==> config.mk <==
export PLATFORM = sky130hd
export DESIGN_NAME = pnr_div
export DESIGN_NICKNAME = d
export VERILOG_FILES = /design/src/sv/pnr_pkg.sv /design/src/sv/pnr_div.sv
export SDC_FILE = /design/constraint.sdc
export NUM_CORES = 1
export LEC_CHECK = 0
export BUFFER_PORTS_ARGS = -buffer_cell sky130_fd_sc_hd__buf_2
export CORE_MARGIN = 2
export CORE_UTILIZATION = 30
export CTS_CLUSTER_DIAMETER = 80
export DETAILED_ROUTE_END_ITERATION = 10
export GPL_TIMING_DRIVEN = 0
export PLACE_DENSITY = 0.53
export SKIP_CTS_REPAIR_TIMING = 1
export SYNTH_ARGS = -nofsm -noshare
export SYNTH_HDL_FRONTEND = slang
export SYNTH_SLANG_ARGS = --single-unit
==> constraint.sdc <==
create_clock -name clk -period 8.9 [get_ports clk]
set_input_delay 1.78 -clock clk [delete_from_list [all_inputs] [get_ports clk]]
set_output_delay 1.78 -clock clk [all_outputs]
set_load 0.02 [all_outputs]
==> src/sv/pnr_pkg.sv <==
`default_nettype none
// ----------------------------------------------------------------------------
// pnr_pkg
// types, register map and arithmetic helpers for the polynomial root finder
// ----------------------------------------------------------------------------
package pnr_pkg;

	localparam int XW = 32;

	typedef enum logic [1:0] {
		CAUSE_STEP  = 2'd0,
		CAUSE_FLAT  = 2'd1,
		CAUSE_LIMIT = 2'd2
	} cause_t;

	typedef enum logic [2:0] {
		REG_C0    = 3'd0,
		REG_C1    = 3'd1,
		REG_C2    = 3'd2,
		REG_C3    = 3'd3,
		REG_C4    = 3'd4,
		REG_TERMS = 3'd5,
		REG_TOL   = 3'd6,
		REG_LIMIT = 3'd7
	} reg_idx_t;

	// saturate a 64-bit signed value to 32 bits
	function automatic logic signed [31:0] sat32(input logic signed [63:0] v);
		logic signed [31:0] r;
		if (v > 64'sh7fffffff) r = 32'sh7fffffff;
		else if (v < -64'sh80000000) r = 32'sh80000000;
		else r = v[31:0];
		return r;
	endfunction

endpackage : pnr_pkg
`default_nettype wire

==> src/sv/pnr_div.sv <==
`default_nettype none
// ----------------------------------------------------------------------------
// pnr_div
// radix-2 restoring divider, one quotient bit per cycle, signed 64 / 32 bits
// ----------------------------------------------------------------------------
module pnr_div
	import pnr_pkg::*;
(
	input  wire logic               clk,
	input  wire logic               arst_n,
	input  wire logic               start,
	input  wire logic signed [63:0] num,
	input  wire logic signed [31:0] den,
	output logic                    done,
	output logic signed [63:0]      quo
);
	logic [63:0] rem_q, q_q, d_q;
	logic [6:0]  cnt_q;
	logic        busy_q, neg_q;
	logic [64:0] trial;
	logic [63:0] shifted;

	assign shifted = {rem_q[62:0], q_q[63]};
	assign trial   = {1'b0, shifted} - {1'b0, d_q};

	always_ff @(posedge clk or negedge arst_n) begin
		if (!arst_n) begin
			busy_q <= 1'b0;
			done   <= 1'b0;
			cnt_q  <= '0;
		end else begin
			done <= 1'b0;
			if (start) begin
				busy_q <= 1'b1;
				cnt_q  <= 7'd64;
			end else if (busy_q) begin
				cnt_q <= cnt_q - 7'd1;
				if (cnt_q == 7'd1) begin
					busy_q <= 1'b0;
					done   <= 1'b1;
				end
			end
		end
	end

	always_ff @(posedge clk) begin
		if (start) begin
			rem_q <= '0;
			q_q   <= num[63] ? 64'(-num) : num;
			d_q   <= den[31] ? 64'(-{{32{den[31]}}, den}) : {32'd0, den};
			neg_q <= num[63] ^ den[31];
		end else if (busy_q) begin
			if (!trial[64]) begin
				rem_q <= trial[63:0];
				q_q   <= {q_q[62:0], 1'b1};
			end else begin
				rem_q <= shifted;
				q_q   <= {q_q[62:0], 1'b0};
			end
		end
	end

	assign quo = neg_q ? 64'(-q_q) : q_q;

`ifndef ASSERT_OFF
	a_done_pulse: assert property (@(posedge clk) disable iff (!arst_n)
		done |=> !done) else $error("divider done held");
	a_busy_done: assert property (@(posedge clk) disable iff (!arst_n)
		done |-> !busy_q) else $error("done while busy");
	a_cnt: assert property (@(posedge clk) disable iff (!arst_n)
		start |=> cnt_q == 7'd64) else $error("count not loaded");
`endif
endmodule : pnr_div
`default_nettype wire

==> After elaboration in Yosys (flattened, before gate mapping) <==
Cells that the tools add are included.
{ "classes": {"bitwise": 1, "mux": 15, "reduce_logical": 1, "addsub": 5, "n_eq_ne": 1} }
{ "op_table": {"columns": ["cell", "count"], "rows": [
  ["$mux 64", 4],
  ["$neg 64->64", 3],
  ["$sub 64x64->65", 1],
  ["$mux 63", 1],
  ["$mux 31", 1],
  ["$mux 7", 2],
  ["$eq 7x1->1 const B", 1],
  ["$mux 1", 7],
  ["$sub 7x1->7 const B", 1],
  ["$reduce_bool 2->1", 1],
  ["$xor 1x1->1", 1]
]} }
{ "totals": {"output_inout_bits": 65, "ff_bits": 201, "in_bits": 99, "wordCells": 31} }

==> Depth between registers and ports, before layout <==
{ "depth": {"word_depth": 4, "depth_mapped": 16, "ltp_nobuf": 13} }

==> Worst setup path before layout <==
No wires, ideal clock.
{ "synth_timing": {"path_kind": "register -> output", "from": "register q_q[10]", "to": "output port quo[63]", "n_path_buf": 1, "path_stages_with_launch": 11, "arrival_time_ns": 3.442, "slack_ns": 3.678, "t_required_ns": 7.120, "path_cell_list": "edfxtp_1 > or4_4 > nor4_2 > and4_1 > nand3_1 > or3_1 > or4_1 > or4_1 > buf_2 > o41ai_2 > xnor2_1"} }
{ "synth_between": {"elab_chain_cells": 2} }
{ "synth_rtl": {"columns": ["element", "line_no", "text"], "rows": [
  ["start, declared", "pnr_div.sv:17", "logic [63:0] rem_q, q_q, d_q;"],
  ["start signal, assigned", "pnr_div.sv:49", "q_q <= num[63] ? 64'(-num) : num;"],
  ["start signal, assigned", "pnr_div.sv:55", "q_q <= {q_q[62:0], 1'b1};"],
  ["start signal, assigned", "pnr_div.sv:58", "q_q <= {q_q[62:0], 1'b0};"],
  ["$neg 64->64", "pnr_div.sv:63", "assign quo = neg_q ? 64'(-q_q) : q_q;"],
  ["$mux 64", "pnr_div.sv:63", null],
  ["end, declared", "pnr_div.sv:15", "output logic signed [63:0] quo"]
]} }
Every way passes these cells.

==> Worst setup path after layout <==
{ "layout_timing": {"from": "register q_q[16]", "to": "output port quo[63]"} }
The elaborated chain is that of the path after synthesis.

==> results.md <==
- Sw Ratio: 35.07%
- CTS tree: done
- Comb pwr share: between 20% and 30%
- Flop2flop setup slack: approximately 3.9 ns
- Final Total Pwr: ~3.1 mW
- Initial drt markers: 1069
- Number of synthesized register bits: between 200 and 250
- Overflow after GRT: 0
- Power Density: 177.9 nW/µm²
- Worst setup path startpoint: q_q[16]
- Vias in the first global route: between 10000 and 15000
- Via Count: about 14000
- Layout Utilization: 35.53%
- Clock Sinks: approximately 200
- WP data required: between 7 and 8 ns
- Crit start category: flop
- R2R cell count: 14
- RePlAce Congestion: about 0.89
- Post-route minimum period: between 6 and 7 ns
- Post-Place Worst Slack: around 2.9 ns
- Syn Area/Cell: ~8.6 µm²
- Setup tns final: 0 ns
- Worst slew margin: between 20% and 30%
- Peak supply drop: roughly 120 µV
- WL/cell: between 15 and 20 µm
- Cell Int Power: ~2 mW
- Max-cap violations: 0
- Unrepaired setup endpoints after global routing: false
- Final cycle utilization of the critical path: roughly 74%
- Initial antenna violation count: 3
- Synth Flop Type: edfxtp_1
- YS warnings: 0
- Hold path startpoint: rem_q[41]
- Starting density of the core: approximately 30%
- Final setup margin: 2.285 ns
- Most frequent cells in the layout: 207 x nand2_1, 174 x nor2_1, 165 x buf_2, 134 x a21oi_1, 129 x edfxtp_1
- Hold Path Class: reg -> reg
- Count of cell types in the netlist: 74
- # DRC: 0
- Core box area: 48850 µm²
- Ys async rst share: approximately 4.5%
- Clk Latency, worst-skew pair: between 0.5 and 0.6 ns
- Critical R2R Launch: q_q[63]
- Layout cell share with drive strength beyond 1: a little under an eighth
- Cell count after synthesis: 1728
- CP Capture Type: output pin
- Run status: finished clean
- First-pass GRT wire length: about 73000 µm
- Net switching power of the design: about 1.1 mW
- TritonCTS Buffers: 25
- Actual slew at the worst max-slew pin: ~1.2 ns
- Number of synthesized flops with an enable pin: 129
- Clk pwr share: 30.6%
- Kind of critical path: reg -> out
- Area contributors post-synth: edfxtp_1 26%, dfxtp_1 8.5%, xnor2_1 7.3%
- H-tree Lvls: 1
- Largest net degree at the start of global routing: 67
- Reg2reg end: rem_q[59]
- Max clock buf depth: 3
- DP Wirelength: between 30000 and 40000 µm
- Worst clock skew: slightly below 0.009 ns
- CP arrival: roughly 4.8 ns
- Vias per cell: a little over 5
- Max-slew violation count: 0
- Sequential-to-total area share from yosys stat: approximately 36%
- Final #Nets: around 2100
- Hold Vio Cnt, Final: 0
- Die width: roughly 230 µm
- Hold EP: rem_q[42]
- Netlist Area Pre-Place: 14830 µm²
- Die footprint: approximately 51000 µm²
- GRT Total Usage: approximately 18%
- Final number of setup-violating endpoints: 0
- Synth area leader: edfxtp_1
- Detailed Route WL: between 40000 and 50000 µm
- Leakage: a little under 7 nW
- CTS root buf: clkbuf_16
- Highest Clock Rate: 0.1512 GHz
- Iteration count of the initial detailed-routing pass: 5
- Hold Crit Depth: 2
- Reg clk slew, reported paths: roughly 0.060 ns
- Commonest non-fill, non-tap cell in the layout: nand2_1
- ANT nets after route: 0
- Die Height: about 230 µm
- Top Ports: 164
- Area share of the largest cell type after synthesis: about a quarter
- Synthesis-to-layout area growth: 17.05%
- PortBufs: 162
- Worst Path Max Fanout: 9
- Std-Cell Rows: 81
- Sequential share of power: approximately two fifths
-- cell usage after synthesis, types with 22 or more instances --
master and n:
nand2_1 207, nor2_1 174, a21oi_1 134, edfxtp_1 129, xnor2_1 124, o21ai_0 94
xor2_1 90, inv_1 89, clkbuf_1 83, ha_1 70, dfxtp_1 63, a311oi_1 46
o31ai_1 41, a21o_1 36, o41ai_1 27, nor3_1 25, or4_1 25, nand3_1 22
-- per-layer routing --
metal / vias up / global-route usage, % / share of wire [%]
li1: 6698 / - / -
met3: 72 / 2.631 / 5.5
met1: 6537 / 24.90 / 48
met5: - / 0 / 0
met2: 380 / 29.45 / 45
met4: 0 / 4.542 / 2.4
-- state kept, by name (all words and copies together), names as in the netlist --
name and count:
cnt_q 7, done 1, busy_q 1, d_q 64
neg_q 1, q_q 64, rem_q 63
-- worst max-delay path: stages (launching register included) --
cell,delay (ns)
edfxtp_1,0.45
or4_4,0.57
nor4_2,0.57
and4_1,0.40
nand3_1,0.19
or3_1,0.40
or4_1,0.43
or4_1,0.40
buf_2,0.22
o41ai_2,0.24
xnor2_1,0.20
buf_2,0.22
-- metrics by stage --
step	instances	hold WS [ns]	area, µm²
floorplan	1758	0.4424	14940
global placement	2584	0.4607	16580
detailed placement	2585	0.4848	16600
CTS	2630	0.4962	17350
global route	2630	0.5243	17350
finish	2633	0.4906	17360
-- kinds of logic after synthesis --
family	share of synthesized area [%]
AOI/OAI and AO/OA	21.92
DFF	36.15
other	0.02529
buffers and inverters	4.616
and+or+nand+nor	17.92
adders and majority gates	6.042
muxes	0.6920
xor gates and xnor gates	12.64
-- worst max path at each step --
| stage | end | cells after the start | slack [ns] |
|---|---|---|---|
| after floorplan | quo[63] | 10 | 3.68 |
| after global placement | q_q[52] | 4 | 2.30 |
| after detailed placement | quo[63] | 11 | 2.89 |
| after CTS | quo[57] | 11 | 2.31 |
| after global routing | quo[63] | 11 | 2.20 |
| final | quo[63] | 11 | 2.28 |
-- cell type report --
class	instances	area, µm²
fill	5165	31490
multi-input combinational	1377	8895
sequential	201	5360
timing repair buffer	163	833.3
tap	664	830.8
clock buffer	37	700.7
buffer	91	350.3
inverter	89	334.1
clock inverter	8	43.79
antenna	3	7.507
-- power groups by stage --
stage	Clock [mW]	Combinational [mW]	Sequential, mW
floorplan	0	0.641	1.21
global placement	0	0.906	1.24
detailed placement	0	0.914	1.24
CTS	0.970	0.918	1.22
global route	1.00	1.01	1.24
finish	0.946	0.921	1.22
Note: power is estimated with default switching activity, not from simulation.
